$ cat src/hdl/svf_mix_pkg.sv
`timescale 1ns / 1ps
// ----------------------------------------------------------------------------
// State-variable filter mixer package
// Widths, register indexes and reset values shared by the filter design.
// ----------------------------------------------------------------------------
package svf_mix_pkg;

   localparam int SAMPLE_WIDTH = 24;
   localparam int STATE_WIDTH  = 32;
   localparam int COEF_WIDTH   = 16;

   // Resonance is Q2.(COEF_WIDTH-2), cutoff is Q0.COEF_WIDTH.
   localparam int RES_SHIFT = COEF_WIDTH - 2;
   localparam int CUT_SHIFT = COEF_WIDTH;

   // Signed state times zero-extended unsigned coefficient.
   localparam int PROD_WIDTH = STATE_WIDTH + COEF_WIDTH + 1;
   // Room for the widest intermediate sum before saturation.
   localparam int SUM_WIDTH  = STATE_WIDTH + 3;

   localparam int CSR_INDEX_WIDTH = 3;
   localparam int CSR_DATA_WIDTH  = COEF_WIDTH;

   typedef enum logic [CSR_INDEX_WIDTH-1:0] {
      CSR_CUTOFF    = 3'd0,
      CSR_RESONANCE = 3'd1,
      CSR_HP_ENABLE = 3'd2,
      CSR_BP_ENABLE = 3'd3,
      CSR_LP_ENABLE = 3'd4
   } csr_index_type;

   localparam logic [COEF_WIDTH-1:0] CUTOFF_RESET    = COEF_WIDTH'(0);
   localparam logic [COEF_WIDTH-1:0] RESONANCE_RESET = COEF_WIDTH'(1 << RES_SHIFT);

endpackage

$ cat src/hdl/state_variable_filter_mix.sv
`timescale 1ns / 1ps
// ----------------------------------------------------------------------------
// State-variable filter with response mixing
// One step of a two-integrator filter per sample, with a saturated mix.
// ----------------------------------------------------------------------------
// Each accepted sample runs through a state sequence before its result is offered:
// a single 32 by 17 bit multiplier is shared by the three dependent products
// (band times resonance, high times cutoff, new band times cutoff), and each
// product is registered before the add and saturate step that follows it.
// A new sample is accepted once the previous one has been placed in the
// result register, even while its result beat still waits on rsp_ready.
// Configuration writes must only occur while the filter is idle.
module state_variable_filter_mix (
   input  logic                                      clock,
   input  logic                                      reset,
   input  logic                                      req_valid,
   output logic                                      req_ready,
   input  logic signed [svf_mix_pkg::SAMPLE_WIDTH-1:0] req_sample_in,
   output logic                                      rsp_valid,
   input  logic                                      rsp_ready,
   output logic signed [svf_mix_pkg::SAMPLE_WIDTH-1:0] rsp_mixed_out,
   output logic signed [svf_mix_pkg::SAMPLE_WIDTH-1:0] rsp_high_out,
   input  logic                                      csr_write_enable,
   input  logic [svf_mix_pkg::CSR_INDEX_WIDTH-1:0]   csr_index,
   input  logic [svf_mix_pkg::CSR_DATA_WIDTH-1:0]    csr_write_data
);

   localparam int SW = svf_mix_pkg::SAMPLE_WIDTH;
   localparam int TW = svf_mix_pkg::STATE_WIDTH;
   localparam int CW = svf_mix_pkg::COEF_WIDTH;
   localparam int PW = svf_mix_pkg::PROD_WIDTH;
   localparam int UW = svf_mix_pkg::SUM_WIDTH;

   typedef enum logic [2:0] {
      ST_IDLE,
      ST_MUL_RES,
      ST_HIGH,
      ST_MUL_HIGH,
      ST_BAND,
      ST_MUL_BAND,
      ST_LOW,
      ST_MIX
   } state_type;

   function automatic logic signed [TW-1:0] sat_state(input logic signed [UW-1:0] v);
      logic signed [TW-1:0] r;
      if (v[UW-1:TW-1] == {(UW-TW+1){1'b0}} || v[UW-1:TW-1] == {(UW-TW+1){1'b1}}) begin
         r = v[TW-1:0];
      end else if (v[UW-1]) begin
         r = {1'b1, {(TW-1){1'b0}}};
      end else begin
         r = {1'b0, {(TW-1){1'b1}}};
      end
      return r;
   endfunction

   function automatic logic signed [SW-1:0] sat_sample(input logic signed [UW-1:0] v);
      logic signed [SW-1:0] r;
      if (v[UW-1:SW-1] == {(UW-SW+1){1'b0}} || v[UW-1:SW-1] == {(UW-SW+1){1'b1}}) begin
         r = v[SW-1:0];
      end else if (v[UW-1]) begin
         r = {1'b1, {(SW-1){1'b0}}};
      end else begin
         r = {1'b0, {(SW-1){1'b1}}};
      end
      return r;
   endfunction

   logic [CW-1:0]          cutoff_ff;
   logic [CW-1:0]          resonance_ff;
   logic                   hp_enable_ff;
   logic                   bp_enable_ff;
   logic                   lp_enable_ff;

   state_type              state_ff;
   logic signed [SW-1:0]   sample_ff;
   logic signed [TW-1:0]   band_ff;
   logic signed [TW-1:0]   low_ff;
   logic signed [TW-1:0]   high_ff;
   logic signed [PW-1:0]   prod_ff;
   logic                   rsp_valid_ff;
   logic signed [SW-1:0]   mixed_ff;
   logic signed [SW-1:0]   high_out_ff;

   logic signed [TW-1:0]   mul_a;
   logic [CW-1:0]          mul_c;
   logic signed [PW-1:0]   prod_in;
   logic signed [UW-1:0]   high_sum;
   logic signed [UW-1:0]   band_sum;
   logic signed [UW-1:0]   low_sum;
   logic signed [UW-1:0]   mix_sum;
   logic                   out_free;

   always_ff @(posedge clock) begin
      if (reset) begin
         cutoff_ff    <= svf_mix_pkg::CUTOFF_RESET;
         resonance_ff <= svf_mix_pkg::RESONANCE_RESET;
         hp_enable_ff <= 1'b0;
         bp_enable_ff <= 1'b0;
         lp_enable_ff <= 1'b0;
      end else if (csr_write_enable) begin
         case (csr_index)
            svf_mix_pkg::CSR_CUTOFF:    cutoff_ff    <= csr_write_data[CW-1:0];
            svf_mix_pkg::CSR_RESONANCE: resonance_ff <= csr_write_data[CW-1:0];
            svf_mix_pkg::CSR_HP_ENABLE: hp_enable_ff <= csr_write_data[0];
            svf_mix_pkg::CSR_BP_ENABLE: bp_enable_ff <= csr_write_data[0];
            svf_mix_pkg::CSR_LP_ENABLE: lp_enable_ff <= csr_write_data[0];
            default: ;
         endcase
      end
   end

   always_comb begin
      case (state_ff)
         ST_MUL_RES: begin
            mul_a = band_ff;
            mul_c = resonance_ff;
         end
         ST_MUL_HIGH: begin
            mul_a = high_ff;
            mul_c = cutoff_ff;
         end
         default: begin
            mul_a = band_ff;
            mul_c = cutoff_ff;
         end
      endcase
   end

   assign prod_in  = PW'(mul_a) * $signed({1'b0, mul_c});

   assign high_sum = UW'(sample_ff) + UW'(prod_ff >>> svf_mix_pkg::RES_SHIFT) + UW'(low_ff);
   assign band_sum = UW'(band_ff) - UW'(prod_ff >>> svf_mix_pkg::CUT_SHIFT);
   assign low_sum  = UW'(low_ff) + UW'(prod_ff >>> svf_mix_pkg::CUT_SHIFT);
   assign mix_sum  = (lp_enable_ff ? UW'(low_ff) : UW'(0))
                   - (hp_enable_ff ? UW'(high_ff) : UW'(0))
                   - (bp_enable_ff ? UW'(band_ff) : UW'(0));

   assign out_free  = !rsp_valid_ff || rsp_ready;
   assign req_ready = (state_ff == ST_IDLE);

   always_ff @(posedge clock) begin
      if (reset) begin
         state_ff     <= ST_IDLE;
         band_ff      <= '0;
         low_ff       <= '0;
         rsp_valid_ff <= 1'b0;
      end else begin
         if (rsp_valid_ff && rsp_ready && state_ff != ST_MIX) begin
            rsp_valid_ff <= 1'b0;
         end
         case (state_ff)
            ST_IDLE: begin
               if (req_valid) begin
                  sample_ff <= req_sample_in;
                  state_ff  <= ST_MUL_RES;
               end
            end
            ST_MUL_RES: begin
               prod_ff  <= prod_in;
               state_ff <= ST_HIGH;
            end
            ST_HIGH: begin
               high_ff  <= sat_state(high_sum);
               state_ff <= ST_MUL_HIGH;
            end
            ST_MUL_HIGH: begin
               prod_ff  <= prod_in;
               state_ff <= ST_BAND;
            end
            ST_BAND: begin
               band_ff  <= sat_state(band_sum);
               state_ff <= ST_MUL_BAND;
            end
            ST_MUL_BAND: begin
               prod_ff  <= prod_in;
               state_ff <= ST_LOW;
            end
            ST_LOW: begin
               low_ff   <= sat_state(low_sum);
               state_ff <= ST_MIX;
            end
            ST_MIX: begin
               if (out_free) begin
                  mixed_ff     <= sat_sample(mix_sum);
                  high_out_ff  <= sat_sample(UW'(high_ff));
                  rsp_valid_ff <= 1'b1;
                  state_ff     <= ST_IDLE;
               end
            end
            default: state_ff <= ST_IDLE;
         endcase
      end
   end

   assign rsp_valid     = rsp_valid_ff;
   assign rsp_mixed_out = mixed_ff;
   assign rsp_high_out  = high_out_ff;

endmodule

$ cat config.mk
export PLATFORM = sky130hd
export DESIGN_NAME = state_variable_filter_mix
export DESIGN_NICKNAME = d
export VERILOG_FILES = /design/src/hdl/svf_mix_pkg.sv /design/src/hdl/state_variable_filter_mix.sv
export SDC_FILE = /design/constraint.sdc
export NUM_CORES = 2
export LEC_CHECK = 0
export BUFFER_PORTS_ARGS = -buffer_cell sky130_fd_sc_hd__clkbuf_2
export CORE_UTILIZATION = 30
export CTS_CLUSTER_SIZE = 24
export DETAILED_ROUTE_END_ITERATION = 10
export GPL_ROUTABILITY_DRIVEN = 0
export SLEW_MARGIN = 25
export SYNTH_ARGS = -nofsm -noshare
export SYNTH_HDL_FRONTEND = slang
export SYNTH_SLANG_ARGS = --single-unit
$ cat constraint.sdc
create_clock -name clock -period 13.9 [get_ports clock]
set_input_delay 1.39 -clock clock [delete_from_list [all_inputs] [get_ports clock]]
set_output_delay 1.39 -clock clock [all_outputs]
set_load 0.01 [all_outputs]
======== Word-level counts from Yosys, hierarchy flattened ========
Cells that the tools add are included.
storage, ports and cells
  input bits .............................. 48
  output and inout port bits .............. 50
  memories ................................ 0
  ROM bits ................................ 0
  bits in writable memories ............... 0
  logic and storage cells ................. 89
  flip-flop bits (word level) ............. 256
  latch bits .............................. 0
operators by class
  reduce and logical (&&, ||, !) cells .... 27
  $add $sub $neg .......................... 6
  $mul .................................... 1
  bitwise operators ....................... 1
  magnitude comparators ................... 0
  divide/modulo/power cells ............... 0
  multiplexer cells ....................... 21
  eq/ne operators ......................... 19
  shift-type cells ........................ 0
operator list
  operator              count
  $mux 32               7
  $mux 35               3
  $mux 24               4
  $sub 35x35->35        2
  $mul 32x17->49        1
  $add 24x35->35        1
  $add 35x32->35        1
  $add 32x33->34        1
  $sub 32x33->34        1
  $eq 12x12->1 const B  2
  $logic_not 12->1      2
  $pmux 3 s8            1
  $mux 16               1
  $reduce_and 2->1      8
  $eq 3x3->1 const B    5
  $eq 3x2->1 const B    4
  $eq 4x4->1 const B    3
  $logic_not 4->1       3
  $eq 3x1->1 const B    2
  $logic_not 3->1       2
  $logic_or 1x1->1      6
  $mux 3                2
  $reduce_and 3->1      2
  $ne 2x2->1 const B    2
  6 further kinds       9

======== Logic depth before layout (Yosys ltp) ========
  word-level depth ........................ 6
  depth in mapped cells ................... 31
  gate-level depth less buffers ........... 28

======== Worst setup path after synthesis ========
No wires, ideal clock.
  path type ............................... flip-flop to flip-flop
  start ................................... reg state_ff[2]
  end ..................................... reg prod_ff[48] (data pin)
  setup slack ............................. 5885 ps
  buffers on the path ..................... 4
  arrival time ............................ 7755 ps
  cell stages (with the launch flop) ...... 31
  data required time ...................... 13640 ps
  library setup time ...................... 260 ps
  period minus slack after synthesis ...... 8015 ps
  cells stage by stage .................... dfxtp_1 -> clkbuf_1 -> inv_1 -> nand3_1 -> clkbuf_1 -> clkbuf_1 -> buf_1 -> mux2i_1 -> nor2_1 -> fa_1 -> inv_1 -> fa_1 -> fa_1 -> inv_1 -> fa_1 -> fa_1 -> inv_1 -> fa_1 -> inv_1 -> ha_1 -> a21o_1 -> a21o_1 -> a21oi_1 -> o21ai_0 -> a31o_2 -> a31o_2 -> o21ai_0 -> nor2_1 -> a311o_1 -> a21oi_1 -> xnor2_1
between the ends
  word-level cells in the longest chain between the ends .. 3
  elaborated cells on any way between the ends .. 5
  classes of those cells .................. 1 x mul; 2 x eq/ne; 2 x mux
ends and longest elaborated chain
  element                                          RTL line                          source
  start, declared                                  state_variable_filter_mix.sv:75   state_type state_ff;
  start signal, assigned                           state_variable_filter_mix.sv:144  state_ff <= ST_IDLE;
  start signal, assigned                           state_variable_filter_mix.sv:156  state_ff <= ST_MUL_RES;
  start signal, assigned                           state_variable_filter_mix.sv:161  state_ff <= ST_HIGH;
  $eq 3x2->1 / $eq 3x1->1 (equally long branches)  state_variable_filter_mix.sv:114  case (state_ff)
  $mux 32 / $mux 16 (equally long branches)        state_variable_filter_mix.sv:114
  $mul 32x17->49 *                                 state_variable_filter_mix.sv:130  assign prod_in = PW'(mul_a) * $signed({1'b0, mul_c});
  named net prod_in[48]                            state_variable_filter_mix.sv:87   logic signed [PW-1:0] prod_in;
  end signal, assigned                             state_variable_filter_mix.sv:160  prod_ff <= prod_in;
  end signal, assigned                             state_variable_filter_mix.sv:168  prod_ff <= prod_in;
  end signal, assigned                             state_variable_filter_mix.sv:176  prod_ff <= prod_in;
  end, declared                                    state_variable_filter_mix.sv:80   logic signed [PW-1:0] prod_ff;
The timed path passes the listed nets; every way through them passes the cells marked *.
A chain may end at the register's enable or synchronous reset.

======== Final worst setup path ========
Same ends and word-level chain as after synthesis.

==> flow_summary.ini <==
[setup_path]
crit_required_ns = 14.21
crit_arrival_ns = 9.01
critPathMaxFanout = 64
crit_type = reg -> reg
cp-start-kind = flop
crit_path_end_kind = flop

[timing]
worst_pin_slew_ns = 1.07
rsz0062_at_grt = no
hold_viol = 0
finalSetupViolCount = 0
fmax_mhz = 115
period_minus_slack_ns = 8.70
clock_skew_ns = 0.0320
maxSlewHeadroom_pct = 26.5
report.final.slew_viol_count = 0
fin_setup_tns_ns = 0
min_period_over_period_pct = 62.6

[synthesis]
yosysMostFrequentCell = inv_1
synth_common_cells = inv_1, fa_1, nand2_1
ys_ff_latch = 242
async_reset_ff_share_pct = 0
synth_cell_types = 92
syn_area_per_cell_um2 = 9.13
synthesis.nets = 4681
syn_inst = 3829
synth_area_um2 = 34900
synth_area_leader_cell = fa_1
synth_flop_cell = edfxtp_1
synth_edf_count = 139
synth_top_area_share_pct = 31.9
seq_area_frac_synth_pct = 17.8
synth.area.top_cells = fa_1, edfxtp_1, ha_1
ys_warn_count = 0

[pwr]
pwr_density_cell_nw_per_um2 = 59.3
power_leakage_nw = 18.0
ir_drop_uv = 89.8
total_power_w = 0.00227

[min_path]
holdCritPathClass = reg -> reg

[grt]
grt_pass1_vias = 27400
grt_max_degree = 65
grtUsageTotal_pct = 17.5
antenna_found_initial = 1
grt_pass1_wl_um = 159000
overflow = 0

[routing]
wirelength_um = 102000
dr.first_iter.drc_count = 2204
postRouteAntennaNets = 0
via_per_inst = 5.03
drtPass1Iterations = 5
drc = 0
vias = 27200
avgRoutedWirePerCell_um = 18.9

[clocking]
cts.repair.resized = 0
numCtsBuffers = 34
hold_buffers = 0
post_cts_buffers = 0
insertion_delay_ns = 0.57
cts_tree = yes
clockRootBuffer = clkbuf_16
cts.sinks = 242
htreeDepth = 2
clkTransAtPathRegs_ns = 0.06
clockBufferDepth = 3

[floorplan]
die_area_um2 = 118000
start_util_pct = 30.4
pin_count = 98
num_rows = 124
fp.dieW_um = 343
core_um2 = 115000
fp.dieH_um = 343

[place]
io_buffers = 97
hpwl_um = 82100
place_area_um2 = 37200

[final_layout]
area_growth_syn_to_layout_pct = 9.51
drive_gt1_share_pct = 7.45
stdcell_area_um2 = 38300
final_nets = 4717

[run_status]
outcome = finished, final reports clean

[flow_run]
maxCapViolations = 0
==> state kept, by name, summed over array words and instances (netlist names), 3 cells and up <==
signal and cells:
prod_ff 35, band_ff 32, high_ff 32, low_ff 32, rsp_high_out 24, rsp_mixed_out 24, sample_ff 24, cutoff_ff 16
resonance_ff 16, state_ff 3
==> area by class of cell <==
type / count / area [µm²]
Sequential cell: 242 / 6240
Inverter: 608 / 2280
Tap cell: 1512 / 1890
Clock buffer: 44 / 930
Antenna cell: 1 / 2.50
Clock inverter: 18 / 173
Timing Repair Buffer: 133 / 756
Multi-Input combinational cell: 2846 / 26000
Fill cell: 11900 / 76700
==> per-stage QoR <==
stage | utilization (%) | hold slack [ns] | std cells | worst slack, ns
2_1_floorplan | - | 0.433 | 3829 | 5.89
3_3_place_gp | 32.3 | 0.446 | 5341 | 5.23
3_5_place_dp | 32.3 | 0.448 | 5341 | 5.19
4_1_cts | 33.3 | 0.458 | 5403 | 5.15
5_1_grt | 33.3 | 0.487 | 5403 | 4.60
6_report | 33.3 | 0.458 | 5404 | 5.20
==> placed cells by master (no fill, tap or decap), types with 18 or more instances in the layout <==
master / n
nor2_1: 368
nand2b_1: 25
dfxtp_1: 102
nand3_1: 30
nand4_1: 18
a221o_1: 29
clkbuf_2: 97
nor3_1: 52
mux2_2: 46
mux2i_1: 47
a21o_1: 91
buf_4: 36
nand2_1: 507
o21ai_0: 88
xor2_1: 54
o21a_1: 51
inv_1: 608
clkbuf_16: 35
nor2b_1: 25
edfxtp_1: 139
xnor2_1: 94
o21bai_1: 19
fa_1: 556
a21oi_1: 225
ha_1: 248
and2_1: 50
==> routing by layer <==
layer	routed length [µm]	vias up	GRT usage (%)
li1	-	12500	-
met1	43000	13500	22.9
met2	48300	947	29.1
met3	6750	202	2.39
met4	4010	2	6.67
met5	13	-	0
==> logic make-up after synthesis <==
| group | count (synthesis) | synth area share, % |
|---|---|---|
| adders and majority gates | 804 | 40.7 |
| muxes | 99 | 3.00 |
| buffers and inverters | 741 | 8.09 |
| AOI/OAI and AO/OA | 649 | 12.5 |
| DFF | 242 | 17.8 |
| xor gates and xnor gates | 148 | 3.71 |
| and+or+nand+nor | 1146 | 14.1 |
==> critical path: stages, from the launching register on <==
cell and delay [ns]:
dfxtp_1 0.50, inv_1 0.20, nand3_4 0.09, buf_4 0.70
mux2i_1 0.90, nor2_1 0.16, fa_1 0.55, inv_1 0.07
fa_1 0.45, fa_1 0.51, fa_1 0.54, inv_1 0.05
fa_1 0.50, fa_1 0.42, ha_1 0.34, a211oi_1 0.23
o21ai_0 0.13, o211ai_1 0.18, a31oi_1 0.13, buf_4 0.18
a31o_2 0.27, a31o_2 0.26, o21ai_0 0.29, nor2_1 0.12
a311o_1 0.39, a21oi_1 0.18, xnor2_1 0.08
==> final timing paths <==
path,from,to,slack [ns],cells after the start
min reg2reg,cutoff_ff[10],cutoff_ff[10],0.46,2
max reg2reg,state_ff[2],prod_ff[48],5.20,26
max,state_ff[2],prod_ff[48],5.20,26
min,cutoff_ff[10],cutoff_ff[10],0.46,2
==> power breakdown <==
group	internal, W	switching, W
Sequential	0.000800	0.0000365
Clock	0.000514	0.000361
Combinational	0.000208	0.000349
Note: power is estimated with default switching activity, not from simulation.
